==> config.mk <==
export PLATFORM = sky130hd
export DESIGN_NAME = escaped_frame_receiver_top
export DESIGN_NICKNAME = d
export VERILOG_FILES = /design/src/sv/efr_pkg.sv /design/src/sv/escaped_frame_receiver_top.sv /design/src/sv/efr_step.sv
export SDC_FILE = /design/constraint.sdc
export NUM_CORES = 1
export LEC_CHECK = 0
export BUFFER_PORTS_ARGS = -buffer_cell sky130_fd_sc_hd__buf_4
export CORE_AREA = 2 2 75 106
export CTS_BUF_LIST = sky130_fd_sc_hd__clkbuf_16
export DETAILED_ROUTE_END_ITERATION = 6
export DIE_AREA = 0 0 77 108
export GPL_TIMING_DRIVEN = 0
export PLACE_DENSITY = 0.77
export RECOVER_POWER = 50
export SYNTH_ARGS = -nofsm -noshare
export SYNTH_HDL_FRONTEND = slang
export SYNTH_SLANG_ARGS = --single-unit
==> constraint.sdc <==
create_clock -name clk_i -period 1.9 [get_ports clk_i]
set_input_delay 0.38 -clock clk_i [delete_from_list [all_inputs] [get_ports clk_i]]
set_output_delay 0.38 -clock clk_i [all_outputs]
set_load 0.02 [all_outputs]
==> src/sv/efr_pkg.sv <==
// Package with shared types and constants for the escaped frame receiver.
`timescale 1ns / 1ps

package efr_pkg;

  // Default depth of the frame buffer that the write index walks through.
  localparam int unsigned DEFAULT_BUFFER_LENGTH = 256;

  // Bytes at or below this value are offset by the escape marker after an escape.
  localparam logic [7:0] ESC_RANGE_TOP = 8'd3;

  // Marker values after reset.
  localparam logic [7:0] START_MARKER_RST  = 8'd209;
  localparam logic [7:0] END_MARKER_RST    = 8'd210;
  localparam logic [7:0] ESCAPE_MARKER_RST = 8'd208;

  // Register word index on the configuration port (byte address / 4).
  typedef enum logic [1:0] {
    REG_START  = 2'd0,
    REG_END    = 2'd1,
    REG_ESCAPE = 2'd2
  } reg_idx_e;

  // Input kinds.
  localparam logic KIND_BYTE  = 1'b0;
  localparam logic KIND_REARM = 1'b1;

  typedef struct packed {
    logic [7:0] start_marker;
    logic [7:0] end_marker;
    logic [7:0] escape_marker;
  } markers_t;

  typedef struct packed {
    logic done;
    logic esc;
    logic open;
    logic rx;
  } frame_flags_t;

  localparam frame_flags_t FLAGS_RST = '{done: 1'b0, esc: 1'b0, open: 1'b0, rx: 1'b1};

  typedef struct packed {
    logic       store_valid;
    logic [7:0] store_index;
    logic [7:0] store_byte;
    logic       frame_done;
    logic       receiving;
  } result_t;

endpackage

==> src/sv/escaped_frame_receiver_top.sv <==
// Top level of the escaped frame receiver: stream ports, marker registers and result register.
`timescale 1ns / 1ps
// A result appears on the master side in the cycle after its input transaction is accepted.
// One transaction per cycle unless the master stalls; the result register is the only stage.
// The input side stays ready while the result register is empty or being drained.
// Reset (rst_ni low, asynchronous) empties the result register, enables reception,
// closes any frame, clears the escape and write index, and restores the marker values.

module escaped_frame_receiver_top
  import efr_pkg::*;
#(
  parameter int unsigned BufferLength = DEFAULT_BUFFER_LENGTH
) (
  input  logic        clk_i,
  input  logic        rst_ni,

  // Received bytes and rearm requests.
  input  logic        s_axis_tvalid,
  output logic        s_axis_tready,
  input  logic [7:0]  s_axis_tdata,   // [7:0] rx_byte
  input  logic        s_axis_tuser,   // [0] kind (0 byte, 1 rearm)

  // One result per input transaction.
  output logic        m_axis_tvalid,
  input  logic        m_axis_tready,
  output logic [23:0] m_axis_tdata,   // [7:0] store_index, [15:8] store_byte,
                                      // [16] receiving, [23:17] zero
  output logic        m_axis_tuser,   // [0] store_valid
  output logic        m_axis_tlast,   // frame_done

  // Marker configuration.
  input  logic        psel,
  input  logic        penable,
  input  logic        pwrite,
  input  logic [3:0]  paddr,
  input  logic [31:0] pwdata,
  output logic [31:0] prdata,
  output logic        pready
);

  localparam int unsigned IdxW = $clog2(BufferLength);

  markers_t          markers_q;
  frame_flags_t      flags_q, flags_d;
  logic [IdxW-1:0]   wr_idx_q, wr_idx_d;
  result_t           result_q, result_d;
  logic              out_valid_q;
  logic              in_accept;
  logic              cfg_write;
  reg_idx_e          reg_sel;

  // The configuration port never waits.
  assign pready    = 1'b1;
  assign cfg_write = psel && penable && pwrite && pready;
  assign reg_sel   = reg_idx_e'(paddr[3:2]);

  always_ff @(posedge clk_i or negedge rst_ni) begin
    if (!rst_ni) begin
      markers_q.start_marker  <= START_MARKER_RST;
      markers_q.end_marker    <= END_MARKER_RST;
      markers_q.escape_marker <= ESCAPE_MARKER_RST;
    end else if (cfg_write) begin
      unique case (reg_sel)
        REG_START:  markers_q.start_marker  <= pwdata[7:0];
        REG_END:    markers_q.end_marker    <= pwdata[7:0];
        REG_ESCAPE: markers_q.escape_marker <= pwdata[7:0];
        default: ;
      endcase
    end
  end

  always_comb begin
    unique case (reg_sel)
      REG_START:  prdata = {24'd0, markers_q.start_marker};
      REG_END:    prdata = {24'd0, markers_q.end_marker};
      REG_ESCAPE: prdata = {24'd0, markers_q.escape_marker};
      default:    prdata = 32'd0;
    endcase
  end

  // A new transaction is taken whenever the result register is free or is being
  // read in the same cycle, so the stream runs at one item per clock while the master keeps up.
  assign s_axis_tready = !out_valid_q || m_axis_tready;
  assign in_accept     = s_axis_tvalid && s_axis_tready;

  efr_step #(
    .BufferLength(BufferLength)
  ) u_step (
    .kind_i    (s_axis_tuser),
    .rx_byte_i (s_axis_tdata),
    .markers_i (markers_q),
    .flags_i   (flags_q),
    .wr_idx_i  (wr_idx_q),
    .flags_o   (flags_d),
    .wr_idx_o  (wr_idx_d),
    .result_o  (result_d)
  );

  // Deframer state advances only on an accepted transaction.
  always_ff @(posedge clk_i or negedge rst_ni) begin
    if (!rst_ni) begin
      flags_q     <= FLAGS_RST;
      wr_idx_q    <= '0;
      out_valid_q <= 1'b0;
    end else begin
      if (in_accept) begin
        flags_q     <= flags_d;
        wr_idx_q    <= wr_idx_d;
        out_valid_q <= 1'b1;
      end else if (m_axis_tready) begin
        out_valid_q <= 1'b0;
      end
    end
  end

  // Result payload is held while the master side stalls.
  always_ff @(posedge clk_i) begin
    if (in_accept) begin
      result_q <= result_d;
    end
  end

  assign m_axis_tvalid = out_valid_q;
  assign m_axis_tdata  = {7'd0, result_q.receiving, result_q.store_byte, result_q.store_index};
  assign m_axis_tuser  = result_q.store_valid;
  assign m_axis_tlast  = result_q.frame_done;

endmodule

==> src/sv/efr_step.sv <==
// Combinational deframing step: next flags, next write index and the result for one item.
`timescale 1ns / 1ps

module efr_step
  import efr_pkg::*;
#(
  parameter int unsigned BufferLength = DEFAULT_BUFFER_LENGTH,
  localparam int unsigned IdxW = $clog2(BufferLength)
) (
  input  logic              kind_i,
  input  logic [7:0]        rx_byte_i,
  input  markers_t          markers_i,
  input  frame_flags_t      flags_i,
  input  logic [IdxW-1:0]   wr_idx_i,
  output frame_flags_t      flags_o,
  output logic [IdxW-1:0]   wr_idx_o,
  output result_t           result_o
);

  logic [7:0] idx8;
  logic       is_start;
  logic       is_escape;
  logic       is_end;

  // The reported index is the low byte of the write index.
  if (IdxW >= 8) begin : g_idx_wide
    assign idx8 = wr_idx_i[7:0];
  end else begin : g_idx_narrow
    assign idx8 = {{(8 - IdxW){1'b0}}, wr_idx_i};
  end

  assign is_start  = (rx_byte_i == markers_i.start_marker);
  assign is_escape = (rx_byte_i == markers_i.escape_marker);
  assign is_end    = (rx_byte_i == markers_i.end_marker);

  always_comb begin
    flags_o  = flags_i;
    wr_idx_o = wr_idx_i;
    result_o = '0;
    if (kind_i == KIND_REARM) begin
      flags_o.rx   = 1'b1;
      flags_o.done = 1'b0;
    end else if (flags_i.rx) begin
      // Marker checks run in the order start, escape, end.
      priority if (is_start) begin
        wr_idx_o     = '0;
        flags_o.open = 1'b1;
      end else if (is_escape) begin
        flags_o.esc = 1'b1;
      end else begin
        if (is_end && flags_i.open) begin
          flags_o.done        = 1'b1;
          flags_o.open        = 1'b0;
          flags_o.rx          = 1'b0;
          result_o.frame_done = 1'b1;
        end
        if (flags_i.esc && (rx_byte_i <= ESC_RANGE_TOP)) begin
          result_o.store_byte = rx_byte_i + markers_i.escape_marker;
        end else begin
          result_o.store_byte = rx_byte_i;
        end
        result_o.store_valid = 1'b1;
        result_o.store_index = idx8;
        if (wr_idx_i == IdxW'(BufferLength - 1)) begin
          wr_idx_o = '0;
        end else begin
          wr_idx_o = wr_idx_i + IdxW'(1);
        end
        flags_o.esc = 1'b0;
      end
    end
    result_o.receiving = flags_o.rx;
  end

endmodule

After elaboration in Yosys (flattened, before gate mapping). Cells that the tools add are included.

Output and inout port bits: 61. Register bits after elaboration: 55.

Reduce and logical (&&, ||, !) cells: 18. Eq/ne operators: 7. Order comparisons: 1. Add/subtract/negate cells: 2. Bitwise gates (word level): 3. Muxes and demuxes: 16.

Operator list (number): $mux 8 (4); $eq 8x8->1 (3); $pmux 8 s3 (1); $mux 18 (1); $add 8x1->8 const B (1); $add 8x8->8 (1); $eq 8x8->1 const B (1); $le 8x2->1 const B (1); $mux 1 (8); $reduce_and 4->1 (2); $reduce_and 2->1 (3); $logic_and 1x1->1 (5); $reduce_and 5->1 (1); $mux 2 (2); $reduce_bool 2->1 (2); $reduce_or 4->1 (1); $not 1->1 (3); $reduce_or 3->1 (1); $eq 2x1->1 const B (1); $eq 2x2->1 const B (1); $logic_not 2->1 (1); $ne 2x1->1 const B (1); $logic_not 1->1 (1); $logic_or 1x1->1 (1).

Logic depth before layout (Yosys ltp). Gate-level depths: netlist of run 1.

Depth after elaboration: 7. Depth in mapped cells: 8.

By module. A second synthesis of run 1 with hierarchy kept.

Cell total of the unflattened synthesis: 321. Area, all modules: 3585.9 um^2.

By module, submodules not included: escaped_frame_receiver_top (cells each 164, instances 1, area each 2457.4 um^2, sequential area each 1511.4 um^2); efr_step (cells each 157, instances 1, area each 1128.6 um^2, sequential area each 0.0 um^2).

Worst setup path after synthesis of run 1. No wires, ideal clock.

Path type: reg2reg. Start: reg out_valid_q (netlist: m_axis_tvalid). End: reg flags_q[2] in the netlist's numbering. Period minus slack after synthesis: 2.007 ns. Arrival: 1.882 ns. Setup slack: -0.107 ns. Cell stages (with the launch flop): 5. Library setup time: 0.125 ns. Cell sequence: dfrtp_1 nand2b_1 and2_1 nand3_1 mux2_2.

Word-level cells in the longest chain between the ends: 4.

Ends and longest elaborated chain: from (decl) (RTL line escaped_frame_receiver_top.sv:47) `logic out_valid_q;`; from (signal assigned) (RTL line escaped_frame_receiver_top.sv:104) `out_valid_q <= 1'b0;`; from (signal assigned) (RTL line escaped_frame_receiver_top.sv:109) `out_valid_q <= 1'b1;`; from (signal assigned) (RTL line escaped_frame_receiver_top.sv:111) `out_valid_q <= 1'b0;`; $logic_not 1->1 (RTL line escaped_frame_receiver_top.sv:83) `assign s_axis_tready = !out_valid_q || m_axis_tready;`; $logic_or 1x1->1 (RTL line escaped_frame_receiver_top.sv:83); named net s_axis_tready (RTL line escaped_frame_receiver_top.sv:19) `output logic s_axis_tready,`; $logic_and 1x1->1 (RTL line escaped_frame_receiver_top.sv:84) `assign in_accept = s_axis_tvalid && s_axis_tready;`; named net in_accept (RTL line escaped_frame_receiver_top.sv:48) `logic in_accept;`; $reduce_and 4->1 (no line); to (signal assigned) (RTL line escaped_frame_receiver_top.sv:107) `flags_q <= flags_d;`; to (decl) (RTL line escaped_frame_receiver_top.sv:44) `frame_flags_t flags_q, flags_d;`.

The timed path passes the listed nets, and every way through them passes these cells. A chain may end at the register's enable or synchronous reset.

Worst setup path after layout of run 1.
Start: reg markers_q[1] in the netlist's numbering. End: reg wr_idx_q[6].

Word-level cells in the longest chain between the ends: 3.

Ends and longest elaborated chain: from (decl) (RTL line escaped_frame_receiver_top.sv:43) `markers_t markers_q;`; $eq 8x8->1 (RTL line efr_step.sv:33) `assign is_escape = (rx_byte_i == markers_i.escape_marker);`; $ne 2x1->1 (no line); $reduce_and 4->1 (no line); to (signal assigned) (RTL line escaped_frame_receiver_top.sv:108) `wr_idx_q <= wr_idx_d;`; to (decl) (RTL line escaped_frame_receiver_top.sv:45) `logic [IdxW-1:0] wr_idx_q, wr_idx_d;`.

No other way between the ends.

==> impl_metrics.ini, run 1 <==
[outcome]
outcome = finished clean

[global_route]
grt_first_pass_wirelength_mm = 12.1
grt_usage_pct = 18.1
grt_overflow = 0
grt_pass1_vias = 2597
antenna_found_initial = 0
grt_max_degree = 37

[synth]
netlist_area_um2 = 3290
yosysUniqueCellTypes = 54
ys.flop_type = dfrtp_1
synth-seq-cells = 55
yosysSeqAreaShare_pct = 45.2
yosysTopAreaCell = dfrtp_1
synth_area_per_cell_um2 = 10.5
netlist.area_leader.share_pct = 18.3
synthTopCellsByCount = buf_4, mux2_2, dfrtp_1
synth_edf_count = 19
syn-instance-count = 312
ys.warnings.count = 0
ys_async_sr_fraction_pct = 65.5
synth_area_leaders = dfrtp_1, edfxtp_1, dfstp_2
synthMostInstantiatedCell = buf_4

[worst_setup_path]
crit_type = flip-flop to flip-flop
cp_cell_sequence = ha_4 -> nor4_4 -> and3_4 -> or4b_4 -> a21oi_2 -> o22ai_2
r2r-start = markers_q[1]
cp_max_fo = 5
arrival_ps = 2070
rrSetupSlack_ps = 2
critPathTopFamily = simple AND/OR/NAND/NOR gates
reg2reg_depth = 6
cp-end-kind = flip-flop
crit_buf_inv = 0
slowest_delay_ps = 520
cp_slowest_cell = or4b_4
critPathLaunchType = flip-flop
required_ps = 2070
reg2reg_to = wr_idx_q[6]

[sta]
setup_viol = 0
tightestPinTransition_ps = 904
hold_viol = 0
rsz0062_at_grt = true
max_slew_margin_pct = 39.7
slew_viol_final = 0
fmax_mhz = 527
min_period_ps = 1900
tns_ps = 0
fin_worst_skew_ps = 5.83
fin_crit_sh_pct = 99.9

[floorplan]
ios = 113
initial_utilization_pct = 44.9
die_y_um = 108
die-area_um2 = 8320
num_rows = 37
die_width_um = 77
coreArea_um2 = 7310

[final_layout]
num-fill-cells = 612
n_antenna_cell = 0
nNetsFinal = 483
drive_gt1_share_pct = 40.4
area_growth_pct = 32.9

[power]
intPower_w = 0.00265
p_per_area_nw_per_um2 = 914
ir_drop_mv = 0.552
p_switching_w = 0.00134
clkPwrFrac_pct = 22.5
seqPwrFrac_pct = 42.2
pwr-share-comb_pct = 35.3
p_leak_nw = 1.91
finalPower_w = 0.00399
netSwitchingFraction_pct = 33.6

[drt]
dr.pass1.iters = 5
wl_mm = 7.73
route.detailed.drc = 0
drt.antenna.violating_nets = 0
wl_per_cell_um = 14.9
dr_total_vias = 2647
drt_iter0_drc = 263
avgViaCountPerCell = 5.09

[clock_tree]
cts_tree = done
clkTransAtPathRegs_ps = 70
ctsHoldBuffers = 0
clk_path_buf_depth = 2
cts-buffers-inserted = 5
htree_levels = 2
clk_latency_ps = 290
cts.sinks = 55
cts-root-buf = clkbuf_16

[run]
cap_violations = 0

[min_path]
hold_class = input port to async pin

[place]
gp_congestion = 0.889
io_buffers = 53
place_hpwl_mm = 5.43
state kept, by name, indices dropped and copies added (netlist names):
register and count:
m_axis_tdata 17, flags_q 3, markers_q 24, wr_idx_q 8
m_axis_tvalid 1, m_axis_tuser 1, m_axis_tlast 1
repair_timing:
item                                   in CTS  in global routing
gates resized for setup                    19                 24
setup endpoints to repair                  27                 22
pin swaps                                  13                 14
endpoints found under the hold margin       0                  0
setup buffers                              18                  3
kinds of logic after synthesis:
kind of cell	count (synthesis)	share of synthesized area (%)
AO/OA/AOI/OAI	52	9.75
AND/OR/NAND/NOR	87	14.2
XOR/XNOR	18	4.80
multiplexers	37	12.2
flip-flops	55	45.2
buffers and inverters	52	9.97
adder cells (fa/ha/maj)	9	3.65
other	2	0.228
cell usage in the layout (no fill, tap or decap), types with 9 or more instances in the layout:
cell,instances
xor2_1,14
dfrtp_1,24
buf_4,81
clkbuf_1,23
mux2i_1,12
mux2_2,25
dfstp_2,12
a21oi_1,9
o21ai_0,13
edfxtp_1,19
inv_1,10
conb_1,32
nand2_1,17
nor2_1,19
power groups by stage:
stage	Sequential [W]	Clock, W	Combinational [W]
2_1_floorplan	0.00168	0	0.000793
3_3_place_gp	0.00168	0	0.00110
3_5_place_dp	0.00170	0	0.00113
4_1_cts	0.00168	0.000912	0.00133
5_1_grt	0.00172	0.000948	0.00151
6_report	0.00169	0.000899	0.00141
through the flow:
| step | cells | setup WS [ps] | hold WS (ps) | instance area (um^2) | util [%] |
|---|---|---|---|---|---|
| floorplan | 342 | 1.63 | 84.4 | 3450 | - |
| global placement | 492 | -546 | 362 | 3970 | 54.2 |
| finish | 520 | 1.81 | 209 | 4370 | 59.7 |
| global route | 520 | -78.3 | 277 | 4370 | 59.7 |
| detailed placement | 492 | -493 | 370 | 3970 | 54.2 |
| CTS | 518 | -12.9 | 64.5 | 4370 | 59.7 |
final cells by class:
class / instances / area (um^2) / area share, %
multi-input cells: 235 / 1810 / 41.5
repair buffers: 74 / 478 / 10.9
clock buffers: 5 / 125 / 2.87
flip-flops and latches: 55 / 1490 / 34.0
well taps: 97 / 121 / 2.78
inverters: 12 / 45.0 / 1.03
plain buffers: 39 / 279 / 6.39
clock inverters: 3 / 20.0 / 0.458
worst max-delay path by stage:
stage | from | to | slack (ps) | cells after the start
4_1_cts | markers_q[1] | wr_idx_q[6] | -10 | 7
5_1_grt | markers_q[0] | m_axis_tdata[14] | -80 | 8
3_5_place_dp | s_axis_tdata[1] | m_axis_tdata[11] | -490 | 7
2_1_floorplan | markers_q[5] | wr_idx_q[6] | 2 | 7
6_report | markers_q[1] | wr_idx_q[6] | 2 | 6
3_3_place_gp | s_axis_tdata[1] | m_axis_tdata[12] | -550 | 7
routing by layer:
metal  share of wire [%]  GRT usage [%]  vias to the layer above
met5                   0              0                        -
met4                 3.0           8.93                        0
met3                 5.5           1.50                       19
met2                  51           32.7                      113
met1                  40           21.7                     1254
li1                    -              -                     1261
(Power assumes the default switching activity.)
==> run 2: changes to the inputs <==
Settings changed: CORE_AREA 2 2 75 106 to 3 3 76 107, DIE_AREA 0 0 77 108 to 0 0 79 110.
==> impl_metrics.ini, run 2 (synthesized netlist as in run 1, its figures left out) <==
[drt]
wl_per_cell_um = 15.3
wl_mm = 7.87
drt.antenna.violating_nets = 0
route.detailed.drc = 0
dr.pass1.iters = 4
dr_total_vias = 2601
avgViaCountPerCell = 5.04
drt_iter0_drc = 214

[power]
ir_drop_mv = 0.567
p_per_area_nw_per_um2 = 907
finalPower_w = 0.00395
p_leak_nw = 1.90

[floorplan]
die_width_um = 79
die-area_um2 = 8690
num_rows = 37
coreArea_um2 = 7310
die_y_um = 110
ios = 113
initial_utilization_pct = 44.9

[final_layout]
layout_commonest_cell = buf_4
largest_register = markers_q
largest_reg_flops = 24
fin_area_um2 = 4360
nNetsFinal = 479
num-fill-cells = 617
n_antenna_cell = 0
seqCellArea_um2 = 1490
drive_gt1_share_pct = 39.9
area_growth_pct = 32.5
final_cell_mix = buf_4, conb_1, mux2_2
multi_input_area_um2 = 1830

[run]
cap_violations = 0

[sta]
tightestPinTransition_ps = 960
setup_viol = 3
fmax_mhz = 504
fin_crit_sh_pct = 104
rsz0062_at_grt = true
slew_viol_final = 0
hold_viol = 0
fin_worst_skew_ps = 3.86
min_period_ps = 1990
max_slew_margin_pct = 36.0
layout_setup_ws_ps = -85.1

[clock_tree]
htree_levels = 2
cts_tree = done
ctsHoldBuffers = 0
cts-root-buf = clkbuf_16
clk_latency_ps = 300
clkTransAtPathRegs_ps = 70
clk_path_buf_depth = 2
cts.sinks = 55
cts-buffers-inserted = 5

[place]
gp_congestion = 0.814
place_hpwl_mm = 5.54
place_area_um2 = 3970
io_buffers = 53

[worst_setup_path]
cp-end-kind = flip-flop
arrival_ps = 2170
required_ps = 2080
cp_max_fo = 6
crit_type = flip-flop to flip-flop
critPathLaunchType = flip-flop

[global_route]
grt_overflow = 0
grt_usage_pct = 17.8
antenna_found_initial = 0
grt_first_pass_wirelength_mm = 12.1
grt_pass1_vias = 2540
grt_max_degree = 37

[outcome]
violations = setup timing
outcome = finished with violations

[min_path]
hold_class = input port to async pin
[run 2: routing by layer]
metal | share of wire, % | GRT usage (%)
met5 | 0 | 0
met4 | 2.4 | 6.63
met3 | 5.8 | 2.76
met2 | 53 | 32.3
met1 | 39 | 21.0
[run 2: final timing paths]
kind                            slack, ps           from       endpoint  depth (start not counted)
worst max-delay path                  -90   markers_q[0]    wr_idx_q[6]                          7
worst max register to register        -90   markers_q[0]    wr_idx_q[6]                          7
max in group asynchronous            1080         rst_ni    wr_idx_q[3]                          1
min in group clk_i                    310  s_axis_tvalid  m_axis_tvalid                          2
worst min-delay path                  230         rst_ni   markers_q[5]                          1
worst min register to register        550     flags_q[1]     flags_q[1]                          2
[run 2: cell type report]
cell class / instances / area share (%)
plain buffers: 40 / 6.63
clock buffers: 5 / 2.87
multi-input cells: 235 / 42.1
repair buffers: 69 / 10.0
well taps: 97 / 2.79
clock inverters: 3 / 0.460
inverters: 12 / 1.03
flip-flops and latches: 55 / 34.1
[run 2: timing repair]
item	in CTS	in global routing
setup endpoints to repair	27	29
buffers inserted	8	8
gates resized for setup	16	26
pin swaps	8	13
[run 2: metrics by stage]
stage	TNS, ps	hold WS [ps]	worst slack, ps	instances	util [%]
final	-129	227	-85.1	516	59.6
after floorplan	0	84.4	1.63	342	-
after global routing	-842	294	-108	516	59.6
after CTS	-90.5	51.6	-45.4	508	58.5
after detailed placement	-10770	371	-533	492	54.2
after global placement	-11450	364	-564	492	54.2
[run 2: report_power, final]
group          leakage (nW)  internal, W  switching, W  total [W]
Sequential            0.590      0.00148      0.000210    0.00169
Clock                0.0674     0.000487      0.000418   0.000905
Combinational          1.24     0.000644      0.000711    0.00135
[run 2: worst max-delay path, cell delays in order (launching register included)]
cell	delay (ps)
dfrtp_1	400
ha_2	380
nor4_4	50
and3_4	180
buf_6	130
or4b_4	490
a21oi_2	160
o22ai_2	80
